==> config.mk <==
export PLATFORM = sky130hd
export DESIGN_NAME = regula_falsi_cubic_root_core_flat
export DESIGN_NICKNAME = d
export VERILOG_FILES = /design/src/hdl/rfc_pkg.sv /design/src/hdl/rfc_in_if.sv /design/src/hdl/rfc_out_if.sv /design/src/hdl/rfc_cfg_if.sv /design/src/hdl/rfc_ctrl.sv /design/src/hdl/rfc_dp.sv /design/src/hdl/regula_falsi_cubic_root_core.sv /design/src/flat_wrapper.sv
export SDC_FILE = /design/constraint.sdc
export NUM_CORES = 2
export LEC_CHECK = 0
export BUFFER_PORTS_ARGS = -buffer_cell sky130_fd_sc_hd__buf_2
export CAP_MARGIN = 20
export CORE_UTILIZATION = 45
export DETAILED_ROUTE_END_ITERATION = 8
export SLEW_MARGIN = 20
export SYNTH_ARGS = -nofsm -noshare
export SYNTH_HDL_FRONTEND = slang
export SYNTH_SLANG_ARGS = --single-unit
==> constraint.sdc <==
create_clock -name clk_i -period 18.9 [get_ports clk_i]
set_input_delay 3.78 -clock clk_i [delete_from_list [all_inputs] [get_ports clk_i]]
set_output_delay 3.78 -clock clk_i [all_outputs]
set_load 0.005 [all_outputs]
==> src/hdl/rfc_pkg.sv <==
`timescale 1ns / 1ps
package rfc_pkg;

  localparam int FRAC_BITS = 16;

  localparam int BOUND_W   = 26;
  localparam int RES_W     = 42;
  localparam int TOL_W     = 25;
  localparam int ITER_W    = 8;
  localparam int STATUS_W  = 2;
  localparam int CFG_IDX_W = 2;

  localparam int MAG_W     = 25;              // |x| <= 2^24
  localparam int SQ_W      = 49;              // x^2
  localparam int PROD_W    = 2 * MAG_W;       // shared multiplier output
  localparam int CUBE_W    = 41;
  localparam int DIFF_W    = 26;              // |b - a|
  localparam int DEN_W     = 43;              // |f(b) - f(a)|
  localparam int REM_W     = 45;
  localparam int DIV_CNT_W = 5;

  localparam logic signed [BOUND_W-1:0] BOUND_MAX = 26'sd16777216;
  localparam logic signed [RES_W-1:0]   TWO_FX    = RES_W'(64'sd2 <<< FRAC_BITS);

  localparam logic [CFG_IDX_W-1:0] CFG_TOLERANCE = 2'd0;
  localparam logic [CFG_IDX_W-1:0] CFG_MAX_ITER  = 2'd1;

  typedef enum logic [STATUS_W-1:0] {
    ST_CONVERGED = 2'd0,
    ST_LIMIT     = 2'd1,
    ST_NO_SIGN   = 2'd2
  } status_e;

  typedef enum logic [1:0] {
    TGT_A = 2'd0,
    TGT_B = 2'd1,
    TGT_C = 2'd2
  } tgt_e;

  typedef struct packed {
    logic load_in;
    logic cube_sq;
    logic cube_lo;
    logic cube_hi;
    logic cube_fin;
    tgt_e tgt;
    logic x_from_b;
    logic div_init;
    logic div_step;
    logic calc_c;
    logic update;
    logic set_result;
    logic set_nosign;
  } cmd_t;

  typedef struct packed {
    logic no_sign;
    logic div_last;
    logic stop;
    logic out_busy;
  } sts_t;

endpackage

==> src/hdl/rfc_in_if.sv <==
`timescale 1ns / 1ps
interface rfc_in_if;
  logic                                valid;
  logic                                ready;
  logic signed [rfc_pkg::BOUND_W-1:0] lower_bound;
  logic signed [rfc_pkg::BOUND_W-1:0] upper_bound;

  modport source (output valid, output lower_bound, output upper_bound, input ready);
  modport sink   (input valid, input lower_bound, input upper_bound, output ready);
endinterface

==> src/hdl/rfc_out_if.sv <==
`timescale 1ns / 1ps
interface rfc_out_if;
  logic                                valid;
  logic                                ready;
  logic        [rfc_pkg::STATUS_W-1:0] status;
  logic signed [rfc_pkg::BOUND_W-1:0]  root_estimate;
  logic signed [rfc_pkg::RES_W-1:0]    residual;
  logic        [rfc_pkg::ITER_W-1:0]   iterations_done;

  modport source (output valid, output status, output root_estimate, output residual,
                  output iterations_done, input ready);
  modport sink   (input valid, input status, input root_estimate, input residual,
                  input iterations_done, output ready);
endinterface

==> src/hdl/rfc_cfg_if.sv <==
`timescale 1ns / 1ps
interface rfc_cfg_if;
  logic                             valid;
  logic                             ready;
  logic [rfc_pkg::CFG_IDX_W-1:0]    index;
  logic [rfc_pkg::TOL_W-1:0]        data;

  modport source (output valid, output index, output data, input ready);
  modport sink   (input valid, input index, input data, output ready);
endinterface

==> src/hdl/rfc_ctrl.sv <==
`timescale 1ns / 1ps
module rfc_ctrl (
  input  logic          clk_i,
  input  logic          rst_ni,
  input  logic          in_fire_i,
  input  rfc_pkg::sts_t sts_i,
  output rfc_pkg::cmd_t cmd_o,
  output logic          in_ready_o
);
  import rfc_pkg::*;

  typedef enum logic [10:0] {
    S_IDLE     = 11'b000_0000_0001,
    S_SQ       = 11'b000_0000_0010,
    S_LO       = 11'b000_0000_0100,
    S_HI       = 11'b000_0000_1000,
    S_FIN      = 11'b000_0001_0000,
    S_CHECK    = 11'b000_0010_0000,
    S_DIV_INIT = 11'b000_0100_0000,
    S_DIV_STEP = 11'b000_1000_0000,
    S_CALC_C   = 11'b001_0000_0000,
    S_UPDATE   = 11'b010_0000_0000,
    S_DONE     = 11'b100_0000_0000
  } state_e;

  state_e state_q, state_d;
  tgt_e   tgt_q, tgt_d;
  logic   nosign_q, nosign_d;

  always_ff @(posedge clk_i or negedge rst_ni) begin
    if (!rst_ni) begin
      state_q  <= S_IDLE;
      tgt_q    <= TGT_A;
      nosign_q <= 1'b0;
    end else begin
      state_q  <= state_d;
      tgt_q    <= tgt_d;
      nosign_q <= nosign_d;
    end
  end

  assign in_ready_o = (state_q == S_IDLE);

  always_comb begin
    state_d  = state_q;
    tgt_d    = tgt_q;
    nosign_d = nosign_q;
    cmd_o    = '0;
    cmd_o.tgt = tgt_q;
    case (state_q)
      S_IDLE: begin
        if (in_fire_i) begin
          cmd_o.load_in = 1'b1;
          tgt_d   = TGT_A;
          state_d = S_SQ;
        end
      end
      S_SQ: begin
        cmd_o.cube_sq = 1'b1;
        state_d = S_LO;
      end
      S_LO: begin
        cmd_o.cube_lo = 1'b1;
        state_d = S_HI;
      end
      S_HI: begin
        cmd_o.cube_hi = 1'b1;
        state_d = S_FIN;
      end
      S_FIN: begin
        cmd_o.cube_fin = 1'b1;
        case (tgt_q)
          TGT_A: begin
            cmd_o.x_from_b = 1'b1;
            tgt_d   = TGT_B;
            state_d = S_SQ;
          end
          TGT_B:   state_d = S_CHECK;
          default: state_d = S_UPDATE;
        endcase
      end
      S_CHECK: begin
        nosign_d = sts_i.no_sign;
        state_d  = sts_i.no_sign ? S_DONE : S_DIV_INIT;
      end
      S_DIV_INIT: begin
        cmd_o.div_init = 1'b1;
        state_d = S_DIV_STEP;
      end
      S_DIV_STEP: begin
        cmd_o.div_step = 1'b1;
        if (sts_i.div_last) state_d = S_CALC_C;
      end
      S_CALC_C: begin
        cmd_o.calc_c = 1'b1;
        tgt_d   = TGT_C;
        state_d = S_SQ;
      end
      S_UPDATE: begin
        cmd_o.update = 1'b1;
        state_d = sts_i.stop ? S_DONE : S_DIV_INIT;
      end
      S_DONE: begin
        if (!sts_i.out_busy) begin
          cmd_o.set_result = !nosign_q;
          cmd_o.set_nosign = nosign_q;
          state_d = S_IDLE;
        end
      end
      default: state_d = S_IDLE;
    endcase
  end
endmodule

==> src/hdl/rfc_dp.sv <==
`timescale 1ns / 1ps
module rfc_dp (
  input  logic                                clk_i,
  input  logic                                rst_ni,
  input  logic signed [rfc_pkg::BOUND_W-1:0]  lower_bound_i,
  input  logic signed [rfc_pkg::BOUND_W-1:0]  upper_bound_i,
  input  logic        [rfc_pkg::TOL_W-1:0]    tolerance_i,
  input  logic        [rfc_pkg::ITER_W-1:0]   max_iterations_i,
  input  rfc_pkg::cmd_t                       cmd_i,
  output rfc_pkg::sts_t                       sts_o,
  input  logic                                out_ready_i,
  output logic                                out_valid_o,
  output logic        [rfc_pkg::STATUS_W-1:0] status_o,
  output logic signed [rfc_pkg::BOUND_W-1:0]  root_estimate_o,
  output logic signed [rfc_pkg::RES_W-1:0]    residual_o,
  output logic        [rfc_pkg::ITER_W-1:0]   iterations_done_o
);
  import rfc_pkg::*;

  logic signed [BOUND_W-1:0] a_q, b_q, c_q, x_q;
  logic signed [RES_W-1:0]   fa_q, fb_q, fc_q;
  logic [SQ_W-1:0]           x2_q;
  logic [PROD_W-1:0]         p0_q, p1_q;
  logic [ITER_W-1:0]         it_q;
  logic [DIFF_W-1:0]         d_q, quo_q;
  logic [RES_W-1:0]          n_q;
  logic [DEN_W-1:0]          den_q;
  logic [REM_W-1:0]          rem_q;
  logic [DIV_CNT_W-1:0]      cnt_q;
  logic                      neg_q, den_zero_q;

  logic                      out_valid_q;
  status_e                   out_status_q;
  logic signed [BOUND_W-1:0] out_root_q;
  logic signed [RES_W-1:0]   out_res_q;
  logic [ITER_W-1:0]         out_iter_q;

  function automatic logic signed [BOUND_W-1:0] clamp(input logic signed [BOUND_W-1:0] v);
    logic signed [BOUND_W-1:0] r;
    r = v;
    if (v > BOUND_MAX) r = BOUND_MAX;
    if (v < -BOUND_MAX) r = -BOUND_MAX;
    return r;
  endfunction

  // Cube unit: one shared multiplier, |x|^2 then x^2 * |x| in two partial products.
  logic signed [BOUND_W-1:0]   x_neg;
  logic [MAG_W-1:0]            ax, mul_a;
  logic [PROD_W-1:0]           prod;
  logic [SQ_W+MAG_W-1:0]       full;
  logic [CUBE_W-1:0]           cube;
  logic signed [RES_W-1:0]     cube_s, f_v;

  assign x_neg = -x_q;
  assign ax    = x_q[BOUND_W-1] ? x_neg[MAG_W-1:0] : x_q[MAG_W-1:0];

  always_comb begin
    if (cmd_i.cube_sq)      mul_a = ax;
    else if (cmd_i.cube_lo) mul_a = x2_q[MAG_W-1:0];
    else                    mul_a = MAG_W'(x2_q[SQ_W-1:MAG_W]);
  end

  assign prod   = PROD_W'(mul_a) * PROD_W'(ax);
  assign full   = {p1_q[SQ_W-1:0], {MAG_W{1'b0}}} + (SQ_W + MAG_W)'(p0_q);
  assign cube   = full[2*FRAC_BITS +: CUBE_W];
  assign cube_s = x_q[BOUND_W-1] ? -$signed({1'b0, cube}) : $signed({1'b0, cube});
  assign f_v    = cube_s - RES_W'(x_q) - TWO_FX;

  // Division setup.
  logic signed [BOUND_W:0]   d_v, d_neg;
  logic signed [DEN_W-1:0]   den_v, den_neg;
  logic signed [RES_W-1:0]   fb_neg;

  assign d_v     = (BOUND_W + 1)'(b_q) - (BOUND_W + 1)'(a_q);
  assign d_neg   = -d_v;
  assign den_v   = DEN_W'(fb_q) - DEN_W'(fa_q);
  assign den_neg = -den_v;
  assign fb_neg  = -fb_q;

  // One quotient bit per cycle; the partial remainder stays below three divisors.
  logic [REM_W-1:0]  rem2, den1, den2;
  logic [1:0]        qinc;
  logic [REM_W-1:0]  rem_nx;

  assign rem2 = {rem_q[REM_W-2:0], 1'b0} + (d_q[DIFF_W-1] ? REM_W'(n_q) : '0);
  assign den1 = REM_W'(den_q);
  assign den2 = REM_W'({den_q, 1'b0});

  always_comb begin
    if (rem2 >= den2) begin
      rem_nx = rem2 - den2;
      qinc   = 2'd2;
    end else if (rem2 >= den1) begin
      rem_nx = rem2 - den1;
      qinc   = 2'd1;
    end else begin
      rem_nx = rem2;
      qinc   = 2'd0;
    end
  end

  logic signed [BOUND_W:0] b_ext, q_ext, c_v;
  assign b_ext = (BOUND_W + 1)'(b_q);
  assign q_ext = $signed({1'b0, quo_q});
  always_comb begin
    if (den_zero_q)  c_v = b_ext;
    else if (neg_q)  c_v = b_ext + q_ext;
    else             c_v = b_ext - q_ext;
  end

  // Stop test and bracketing test.
  logic signed [RES_W-1:0] fc_neg;
  logic [RES_W-1:0]        err;
  logic                    conv;
  logic [ITER_W-1:0]       limit;
  logic [ITER_W:0]         it_inc;
  logic                    fa_pos, fa_neg, fb_pos, fb_neg_s, flip;

  assign fc_neg = -fc_q;
  assign err    = fc_q[RES_W-1] ? fc_neg : fc_q;
  assign conv   = err <= RES_W'(tolerance_i);
  assign limit  = (max_iterations_i == '0) ? ITER_W'(1) : max_iterations_i;
  assign it_inc = (ITER_W + 1)'(it_q) + (ITER_W + 1)'(1);

  assign fa_neg   = fa_q[RES_W-1];
  assign fa_pos   = !fa_q[RES_W-1] && (fa_q != '0);
  assign fb_neg_s = fb_q[RES_W-1];
  assign fb_pos   = !fb_q[RES_W-1] && (fb_q != '0);
  assign flip     = (fc_q != '0) && (fa_q != '0) && (fc_q[RES_W-1] != fa_q[RES_W-1]);

  assign sts_o.no_sign  = !((fa_pos && fb_neg_s) || (fa_neg && fb_pos));
  assign sts_o.div_last = (cnt_q == '0);
  assign sts_o.stop     = conv || (it_inc >= (ITER_W + 1)'(limit));
  assign sts_o.out_busy = out_valid_q && !out_ready_i;

  always_ff @(posedge clk_i) begin
    if (cmd_i.load_in) begin
      a_q  <= clamp(lower_bound_i);
      b_q  <= clamp(upper_bound_i);
      x_q  <= clamp(lower_bound_i);
      it_q <= '0;
    end
    if (cmd_i.cube_sq) x2_q <= prod[SQ_W-1:0];
    if (cmd_i.cube_lo) p0_q <= prod;
    if (cmd_i.cube_hi) p1_q <= prod;
    if (cmd_i.cube_fin) begin
      case (cmd_i.tgt)
        TGT_A:   fa_q <= f_v;
        TGT_B:   fb_q <= f_v;
        TGT_C:   fc_q <= f_v;
        default: fc_q <= f_v;
      endcase
    end
    if (cmd_i.x_from_b) x_q <= b_q;
    if (cmd_i.div_init) begin
      d_q        <= d_v[BOUND_W] ? d_neg[DIFF_W-1:0] : d_v[DIFF_W-1:0];
      den_q      <= den_v[DEN_W-1] ? den_neg : den_v;
      n_q        <= fb_q[RES_W-1] ? fb_neg : fb_q;
      neg_q      <= fb_q[RES_W-1] ^ d_v[BOUND_W] ^ den_v[DEN_W-1];
      den_zero_q <= (den_v == '0);
      rem_q      <= '0;
      quo_q      <= '0;
      cnt_q      <= DIV_CNT_W'(DIFF_W - 1);
    end
    if (cmd_i.div_step) begin
      d_q   <= {d_q[DIFF_W-2:0], 1'b0};
      rem_q <= rem_nx;
      quo_q <= {quo_q[DIFF_W-2:0], 1'b0} + DIFF_W'(qinc);
      cnt_q <= cnt_q - DIV_CNT_W'(1);
    end
    if (cmd_i.calc_c) begin
      c_q <= c_v[BOUND_W-1:0];
      x_q <= c_v[BOUND_W-1:0];
    end
    if (cmd_i.update) begin
      if (flip) begin
        b_q  <= c_q;
        fb_q <= fc_q;
      end else begin
        a_q  <= c_q;
        fa_q <= fc_q;
      end
      it_q <= it_inc[ITER_W-1:0];
    end
    if (cmd_i.set_result) begin
      out_status_q <= conv ? ST_CONVERGED : ST_LIMIT;
      out_root_q   <= c_q;
      out_res_q    <= fc_q;
      out_iter_q   <= it_q;
    end
    if (cmd_i.set_nosign) begin
      out_status_q <= ST_NO_SIGN;
      out_root_q   <= '0;
      out_res_q    <= '0;
      out_iter_q   <= '0;
    end
  end

  always_ff @(posedge clk_i or negedge rst_ni) begin
    if (!rst_ni) begin
      out_valid_q <= 1'b0;
    end else if (cmd_i.set_result || cmd_i.set_nosign) begin
      out_valid_q <= 1'b1;
    end else if (out_ready_i) begin
      out_valid_q <= 1'b0;
    end
  end

  assign out_valid_o       = out_valid_q;
  assign status_o          = out_status_q;
  assign root_estimate_o   = out_root_q;
  assign residual_o        = out_res_q;
  assign iterations_done_o = out_iter_q;
endmodule

==> src/hdl/regula_falsi_cubic_root_core.sv <==
// Channel  | Direction | Carries
// req_i    | in        | lower_bound, upper_bound (signed Q10.16)
// rsp_o    | out       | status, root_estimate, residual, iterations_done
// cfg_i    | in        | index (0 tolerance, 1 max_iterations), data
//
// A request is accepted, both end points are evaluated and the bracket is tested; then
// each false-position step runs the division setup, the bit-serial quotient, the cube on
// the shared 25x25 multiplier and the update, and the result is posted at the end.
// Reset restores tolerance 66 and max_iterations 150 and leaves the block idle.
// A finished result waits in the output register while the next request is taken;
// a new result is held back only while the previous one is still waiting.
`timescale 1ns / 1ps
module regula_falsi_cubic_root_core (
  input logic        clk_i,
  input logic        rst_ni,
  rfc_in_if.sink     req_i,
  rfc_out_if.source  rsp_o,
  rfc_cfg_if.sink    cfg_i
);
  import rfc_pkg::*;

  logic [TOL_W-1:0]  tol_q;
  logic [ITER_W-1:0] max_iter_q;
  cmd_t              cmd;
  sts_t              sts;
  logic              in_ready;
  logic              in_fire;

  assign cfg_i.ready = 1'b1;

  always_ff @(posedge clk_i or negedge rst_ni) begin
    if (!rst_ni) begin
      tol_q      <= TOL_W'(66);
      max_iter_q <= ITER_W'(150);
    end else if (cfg_i.valid) begin
      case (cfg_i.index)
        CFG_TOLERANCE: tol_q      <= cfg_i.data;
        CFG_MAX_ITER:  max_iter_q <= cfg_i.data[ITER_W-1:0];
        default: ;
      endcase
    end
  end

  assign req_i.ready = in_ready;
  assign in_fire     = req_i.valid && in_ready;

  rfc_ctrl u_ctrl (
    .clk_i      (clk_i),
    .rst_ni     (rst_ni),
    .in_fire_i  (in_fire),
    .sts_i      (sts),
    .cmd_o      (cmd),
    .in_ready_o (in_ready)
  );

  rfc_dp u_dp (
    .clk_i             (clk_i),
    .rst_ni            (rst_ni),
    .lower_bound_i     (req_i.lower_bound),
    .upper_bound_i     (req_i.upper_bound),
    .tolerance_i       (tol_q),
    .max_iterations_i  (max_iter_q),
    .cmd_i             (cmd),
    .sts_o             (sts),
    .out_ready_i       (rsp_o.ready),
    .out_valid_o       (rsp_o.valid),
    .status_o          (rsp_o.status),
    .root_estimate_o   (rsp_o.root_estimate),
    .residual_o        (rsp_o.residual),
    .iterations_done_o (rsp_o.iterations_done)
  );

  // The block works on one request at a time.
  a_busy_after_accept: assert property (@(posedge clk_i) disable iff (!rst_ni)
    req_i.valid && req_i.ready |=> !req_i.ready)
    else $error("request accepted while a previous one was in progress");

  a_nosign_zero: assert property (@(posedge clk_i) disable iff (!rst_ni)
    rsp_o.valid && rsp_o.status == ST_NO_SIGN |->
      rsp_o.root_estimate == '0 && rsp_o.residual == '0 && rsp_o.iterations_done == '0)
    else $error("no-sign-change result carries nonzero fields");

  a_steps_taken: assert property (@(posedge clk_i) disable iff (!rst_ni)
    rsp_o.valid && rsp_o.status != ST_NO_SIGN |-> rsp_o.iterations_done != '0)
    else $error("bracketed result reports zero iterations");
endmodule
==> src/flat_wrapper.sv <==
// flat-port wrapper written by rule: the top's interface ports become plain ports
module regula_falsi_cubic_root_core_flat import rfc_pkg::*;
  (clk_i, rst_ni, req_i_valid, req_i_lower_bound, req_i_upper_bound, req_i_ready, rsp_o_valid, rsp_o_status, rsp_o_root_estimate, rsp_o_residual, rsp_o_iterations_done, rsp_o_ready, cfg_i_valid, cfg_i_index, cfg_i_data, cfg_i_ready);
  rfc_in_if req_i_i ();
  rfc_out_if rsp_o_i ();
  rfc_cfg_if cfg_i_i ();
  input logic clk_i;
  input logic rst_ni;
  input wire logic [$bits(req_i_i.valid)-1:0] req_i_valid;
  input wire logic [$bits(req_i_i.lower_bound)-1:0] req_i_lower_bound;
  input wire logic [$bits(req_i_i.upper_bound)-1:0] req_i_upper_bound;
  output wire logic [$bits(req_i_i.ready)-1:0] req_i_ready;
  output wire logic [$bits(rsp_o_i.valid)-1:0] rsp_o_valid;
  output wire logic [$bits(rsp_o_i.status)-1:0] rsp_o_status;
  output wire logic [$bits(rsp_o_i.root_estimate)-1:0] rsp_o_root_estimate;
  output wire logic [$bits(rsp_o_i.residual)-1:0] rsp_o_residual;
  output wire logic [$bits(rsp_o_i.iterations_done)-1:0] rsp_o_iterations_done;
  input wire logic [$bits(rsp_o_i.ready)-1:0] rsp_o_ready;
  input wire logic [$bits(cfg_i_i.valid)-1:0] cfg_i_valid;
  input wire logic [$bits(cfg_i_i.index)-1:0] cfg_i_index;
  input wire logic [$bits(cfg_i_i.data)-1:0] cfg_i_data;
  output wire logic [$bits(cfg_i_i.ready)-1:0] cfg_i_ready;
  assign req_i_i.valid = req_i_valid;
  assign req_i_i.lower_bound = req_i_lower_bound;
  assign req_i_i.upper_bound = req_i_upper_bound;
  assign req_i_ready = req_i_i.ready;
  assign rsp_o_valid = rsp_o_i.valid;
  assign rsp_o_status = rsp_o_i.status;
  assign rsp_o_root_estimate = rsp_o_i.root_estimate;
  assign rsp_o_residual = rsp_o_i.residual;
  assign rsp_o_iterations_done = rsp_o_i.iterations_done;
  assign rsp_o_i.ready = rsp_o_ready;
  assign cfg_i_i.valid = cfg_i_valid;
  assign cfg_i_i.index = cfg_i_index;
  assign cfg_i_i.data = cfg_i_data;
  assign cfg_i_ready = cfg_i_i.ready;
  regula_falsi_cubic_root_core u_core (.clk_i(clk_i), .rst_ni(rst_ni), .req_i(req_i_i), .rsp_o(rsp_o_i), .cfg_i(cfg_i_i));
endmodule
-- After elaboration in Yosys (flattened, before gate mapping)
Index checks and enable logic that the tools add are counted.
- register bits after elaboration: 699
- bits in latches: 0
- RAM bits: 0
- memory bits (read-only): 0
- bits of input ports: 84
- output and inout bits: 81
- logic and storage cells: 190
- memories: 0
- $add $sub $neg: 19
- $mul: 1
- divide/modulo/power cells: 0
- $lt $le $gt $ge: 8
- equal/unequal tests: 18
- shift operators: 0
- muxes and demuxes: 74
- bitwise gates (word level): 3
- reduce and logical (&&, ||, !) cells: 35
- operators with widths (cell ; count):
    two-way mux 26 bit ; 20
    two-way mux 42 bit ; 12
    two-way mux 44 bit ; 4
    nonzero test 42 bit ; 3
    one-hot mux 11 bit (11 select lines) ; 1
    negator 42 bit ; 2
    two-way mux 25 bit ; 3
    adder 73 x 50 -> 73 bit ; 1
    two-way mux 11 bit ; 5
    > comparator 26 bit, second input constant ; 2
    less-than comparator 26 x 25 -> 1 bit, second input constant ; 2
    multiplier 25 x 25 -> 50 bit ; 1
    adder 45 x 42 -> 45 bit ; 1
    >= comparator 45 x 43 -> 1 bit ; 1
    >= comparator 45 x 44 -> 1 bit ; 1
    subtractor 44 x 43 -> 44 bit ; 1
    subtractor 44 bit ; 1
    zero test 43 bit ; 1
    negator 43 bit ; 1
    subtractor 42 x 42 -> 43 bit ; 1
    <= comparator 42 x 25 -> 1 bit ; 1
    negator 41 -> 42 bit ; 1
    subtractor 42 x 19 -> 42 bit, second input constant ; 1
    subtractor 42 x 26 -> 42 bit ; 1
    44 further kinds ; 90

-- Logic depth before layout (Yosys ltp)
- depth after elaboration: 9
- depth in mapped cells: 38
- depth with buffers taken out: 37

-- Cells and area by module
A second synthesis with hierarchy kept.
- cell total of the unflattened synthesis: 7969
- area total of the unflattened synthesis: 69490.4 um^2
- modules (own cells, without submodules) (module ; times used ; cells an instance ; area an instance (um^2) ; seq. area each (um^2)):
    rfc_dp ; 1 ; 7811 ; 67379.6 ; 16671.0
    regula_falsi_cubic_root_core ; 1 ; 73 ; 1271.2 ; 833.3
    rfc_ctrl ; 1 ; 85 ; 839.6 ; 351.6

-- Least setup slack after synthesis
OpenSTA, ideal clock, no wires.
- path type: register -> register
- start point: register u_core.u_ctrl.state_q[2]
- end point: register u_core.u_dp.p0_q[47] (data pin)
- setup time: 0.246 ns
- arrival: 10.138 ns
- required time: 18.654 ns
- path slack: 8.516 ns
- stages on the path, launching flop included: 32
- path buffers: 3
- period minus slack after synthesis: 10.384 ns
- path through: dfrtp_1 nor2_1 nand2_1 nor4_1 nand2_1 nor3b_1 clkbuf_1 clkbuf_1 a21boi_0 clkbuf_1 nand2_1 fa_1 fa_1 inv_1 fa_1 fa_1 inv_1 fa_1 inv_1 fa_1 inv_1 fa_1 inv_1 ha_1 nand4_1 o311ai_0 a31oi_1 o31ai_1 o211ai_1 o31ai_1 a21oi_1 o311ai_0
- cells in the longest elaborated chain, start to end: 5
- elaborated cells on any way between the ends: 7
- those cells by class: 1 x mul; 2 x eq/ne; 4 x mux
- ends and longest elaborated chain (element ; RTL line ; RTL):
    start: declaration ; rfc_ctrl.sv:26 ; state_e state_q, state_d;
    start signal: assignment ; rfc_ctrl.sv:36 ; state_q <= state_d;
    equality test 11 x 3 -> 1 bit ; rfc_ctrl.sv:50 ; case (state_q)
    two-way mux 1 bit ; rfc_ctrl.sv:50 ;
    two-way mux 25 bit ; rfc_dp.sv:59 ; else if (cmd_i.cube_lo) mul_a = x2_q[MAG_W-1:0];
    two-way mux 25 bit * ; rfc_dp.sv:58 ; if (cmd_i.cube_sq) mul_a = ax;
    multiplier 25 x 25 -> 50 bit * ; rfc_dp.sv:63 ; assign prod = PROD_W'(mul_a) * PROD_W'(ax);
    via u_core.u_dp.prod[47] ; rfc_dp.sv:49 ; logic [PROD_W-1:0] prod;
    end signal: assignment ; rfc_dp.sv:144 ; if (cmd_i.cube_lo) p0_q <= prod;
    end: declaration ; rfc_dp.sv:23 ; logic [PROD_W-1:0] p0_q, p1_q;
Mark *: on every way through the listed nets, which the timed path passes. The rest lies on a longest branch.
A chain may end at the register's enable or synchronous reset.

-- Worst setup path after layout
- start point: register u_core.u_dp.x_q[7]
- end point: register u_core.u_dp.p0_q[47] (data pin)
- cells in the longest elaborated chain, start to end: 4
- ends and longest elaborated chain (element ; RTL line ; RTL):
    start: declaration ; rfc_dp.sv:20 ; logic signed [BOUND_W-1:0] a_q, b_q, c_q, x_q;
    start signal: assignment ; rfc_dp.sv:140 ; x_q <= clamp(lower_bound_i);
    start signal: assignment ; rfc_dp.sv:154 ; if (cmd_i.x_from_b) x_q <= b_q;
    start signal: assignment ; rfc_dp.sv:173 ; x_q <= c_v[BOUND_W-1:0];
    negator 25 bit ; rfc_dp.sv:54 ; assign x_neg = -x_q;
    two-way mux 25 bit * ; rfc_dp.sv:55 ; assign ax = x_q[BOUND_W-1] ? x_neg[MAG_W-1:0] : x_q[MAG_W-1:0];
    two-way mux 25 bit ; rfc_dp.sv:58 ;
    multiplier 25 x 25 -> 50 bit * ; rfc_dp.sv:63 ;
    via u_core.u_dp.prod[47] ; rfc_dp.sv:49 ;
Marks and branches as above.

==> flow_summary.yaml <==
drt:
  routed_wl_mm: 224
  drtAntennaViolNets: 0
  drcViolationCount: 0
  first_pass_iters: 8
  num_vias: 57800
  drtIter0Drc: 4602
  wl_per_cell_um: 22.1
  via_per_inst: 5.72
global_routing:
  grt_first_pass_wirelength_mm: 341
  grt_overflow_total: 0
  groute.usage.overall: 0.284
  grt_start_max_net_pins: 117
  grt_pass1_vias: 56800
  antenna_found_initial: 0
synth:
  syn_inst: 7994
  yosysTopAreaCellShare: 0.179
  synth_ff_type: "edfxtp_1"
  synth-seq-area-share: 0.259
  synth_top_cell_by_area: "edfxtp_1"
  synth_area_leaders: "edfxtp_1 18%, fa_1 15%, ha_1 10%"
  syn_area_um2: 68900
  ys_ff_latch: 674
  synth_nets: 9163
  yosysWarnings: 0
  synth_edf_count: 411
  syn-mean-instance-area_um2: 8.62
  ys_types: 109
  synthArstFlopShare: 0.0712
clock_tree:
  path_clk_slew_ns: 0.06
  cts-buffers-inserted: 77
  cts-root-buf: "clkbuf_16"
  cts_buffer_depth: 3
  cts_tree: "done"
  h-tree-depth: 3
  clock-sinks: 674
  cts_setup_buffers: 0
  clk-insertion-delay-late_ns: 0.67
  cts.repair.resized: 0
  hold_buffers: 0
floorplan:
  die_y_um: 393
  initial_core_util: 0.454
  die_w_um: 393
  num_rows: 143
  coreArea_um2: 152000
  die_area_um2: 155000
  ioPinCount: 165
sta:
  final.setup_skew_ns: 0.0315
  tightestPinTransition_ns: 1.16
  finalHoldViolations: 0
  slew_headroom: 0.221
  period_minus_slack_ns: 11.80
  fin_crit_sh: 0.624
  fmax_ghz: 0.0847
  setup_viol: 0
  rsz0062_at_grt: "no"
  report.final.slew_viol_count: 0
  setup_tns_ns: 0
  setup_ws_ns: 7.10
worst_setup_path:
  crit_path_start_kind: "register"
  critPathMaxStageDelay_ns: 0.78
  reg2reg_depth: 32
  path_max_fanout: 15
  crit_required_ns: 19.25
  critPathSlowestCell: "a2111oi_0"
  crit_path_end_kind: "register"
  critical_path_class: "reg -> reg"
  cp.arrival_ns: 12.15
  critPathMostFrequentCell: "fa_1"
status:
  status: "completed"
place:
  pre_cts_slack_ns: 7.31
  hpwl_mm: 177
  port_buffers: 163
  gp_congestion: 0.958
worst_hold_path:
  holdCritPathClass: "reg -> reg"
  hold_depth: 2
final_layout:
  antenna_cells: 0
  num-fill-cells: 14600
  area_growth_pct: 8.28
  drive_gt1_frac: 0.0680
  nets: 9184
job:
  maxCapViolCount: 0
[cell usage in the layout (no fill, tap or decap), types with 54 or more instances in the layout]
master,Yosys,final
a211oi_1,61,61
a21o_1,183,183
a21oi_1,476,474
a31oi_1,65,64
and2_1,88,87
and3_1,57,55
buf_2,25,163
buf_4,6,116
clkbuf_16,0,79
dfxtp_1,215,215
edfxtp_1,411,411
fa_1,533,533
ha_1,552,552
inv_1,929,928
mux2i_1,59,58
nand2_1,1008,1006
nand2b_1,139,138
nand3_1,106,106
nand4_1,71,71
nor2_1,686,685
nor2b_1,59,58
nor3_1,91,90
nor4_1,57,56
o21a_1,57,57
o21ai_0,520,517
o21bai_1,54,54
o31ai_1,58,58
xnor2_1,361,342
xor2_1,187,187
[worst paths after layout]
path	slack (ns)	end	startpoint
worst max-delay path	7.10	u_core.u_dp.p0_q[47]	u_core.u_dp.x_q[7]
worst min-delay path	0.44	u_core.u_dp.residual_o[9]	u_core.u_dp.residual_o[9]
worst max register to register	7.10	u_core.u_dp.p0_q[47]	u_core.u_dp.x_q[7]
worst min register to register	0.44	u_core.u_dp.residual_o[9]	u_core.u_dp.residual_o[9]
max in group asynchronous	15.21	u_core.u_ctrl.nosign_q	rst_ni
min in group asynchronous	3.22	u_core.u_ctrl.nosign_q	rst_ni
[cells by family after synthesis]
family | Yosys count | synth area share
buffers and inverters | 1269 | 0.0702
other | 1 | 0.0000544
and+or+nand+nor | 2551 | 0.172
AOI/OAI and AO/OA | 1783 | 0.162
DFF | 674 | 0.259
xor gates and xnor gates | 549 | 0.0700
muxes | 82 | 0.0123
adders and majority gates | 1085 | 0.255
[registers in the layout, indices dropped and copies added, names as in the netlist, 26 cells and up]
register / flops
u_core.u_dp.fb_q: 42
u_core.u_dp.n_q: 42
u_core.u_dp.a_q: 26
u_core.u_dp.rem_q: 44
u_core.u_dp.fa_q: 42
u_core.u_dp.p1_q: 48
u_core.u_dp.b_q: 26
u_core.u_dp.c_q: 26
u_core.u_dp.quo_q: 26
u_core.u_dp.x_q: 26
u_core.u_dp.d_q: 26
u_core.u_dp.fc_q: 42
u_core.u_dp.residual_o: 42
u_core.u_dp.root_estimate_o: 26
u_core.u_dp.den_q: 43
u_core.u_dp.x2_q: 49
[area by class of cell]
| type | instances | area, um2 | area share |
|---|---|---|---|
| multi-input combinational | 6051 | 46500 | 0.623 |
| inverter | 930 | 3490 | 0.0468 |
| sequential | 674 | 17900 | 0.239 |
| timing repair buffer | 281 | 1720 | 0.0230 |
| tap | 2030 | 2540 | 0.0340 |
| clock buffer | 104 | 2140 | 0.0287 |
| clock inverter | 36 | 402 | 0.00538 |
[metal layers]
metal,vias up,global-route usage,wire length [um]
li1,27200,-,-
met1,28400,0.370,94000
met2,1812,0.468,104000
met3,454,0.0367,13500
met4,0,0.133,11900
met5,-,0,0
[cell usage after synthesis, drive strengths merged (24+ instances only)]
cell type,instances
clkbuf,289
a311oi,26
nor4,61
o31ai,59
nand2,1008
nand4,72
o21ai,535
and3,57
buf,50
a211oi,61
and2,88
fa,533
a21o,183
inv,929
dfrtp,41
mux2i,59
nand2b,139
nand3,106
nor3,94
o21a,58
dfxtp,215
nor2b,59
or3,48
o211ai,28
ha,552
edfxtp,411
a22oi,29
a21oi,479
nor2,687
xnor2,361
xor2,187
o22ai,24
a31oi,65
o21bai,54
[critical path: cells and delay by family (launching register included)]
family | cells | cell delay, ns
AND/OR/NAND/NOR | 6 | 2.34
adder cells (fa/ha/maj) | 8 | 3.91
buffers and inverters | 6 | 0.64
flip-flops | 1 | 0.45
XOR/XNOR | 1 | 0.12
AO/OA/AOI/OAI | 11 | 4.02
[per-stage QoR]
step / cell area [um2] / std cells / utilization / hold slack [ns]
final: 74600 / 10100 / 0.491 / 0.445
after global routing: 74600 / 10100 / 0.491 / 0.476
after CTS: 74600 / 10100 / 0.491 / 0.452
after detailed placement: 72000 / 9965 / 0.474 / 0.437
after global placement: 72000 / 9965 / 0.474 / 0.429
after floorplan: 68900 / 7994 / - / 0.449
Power is not shown: default switching activity piles up to over one toggle a cycle in this logic, so the estimate is an artifact.
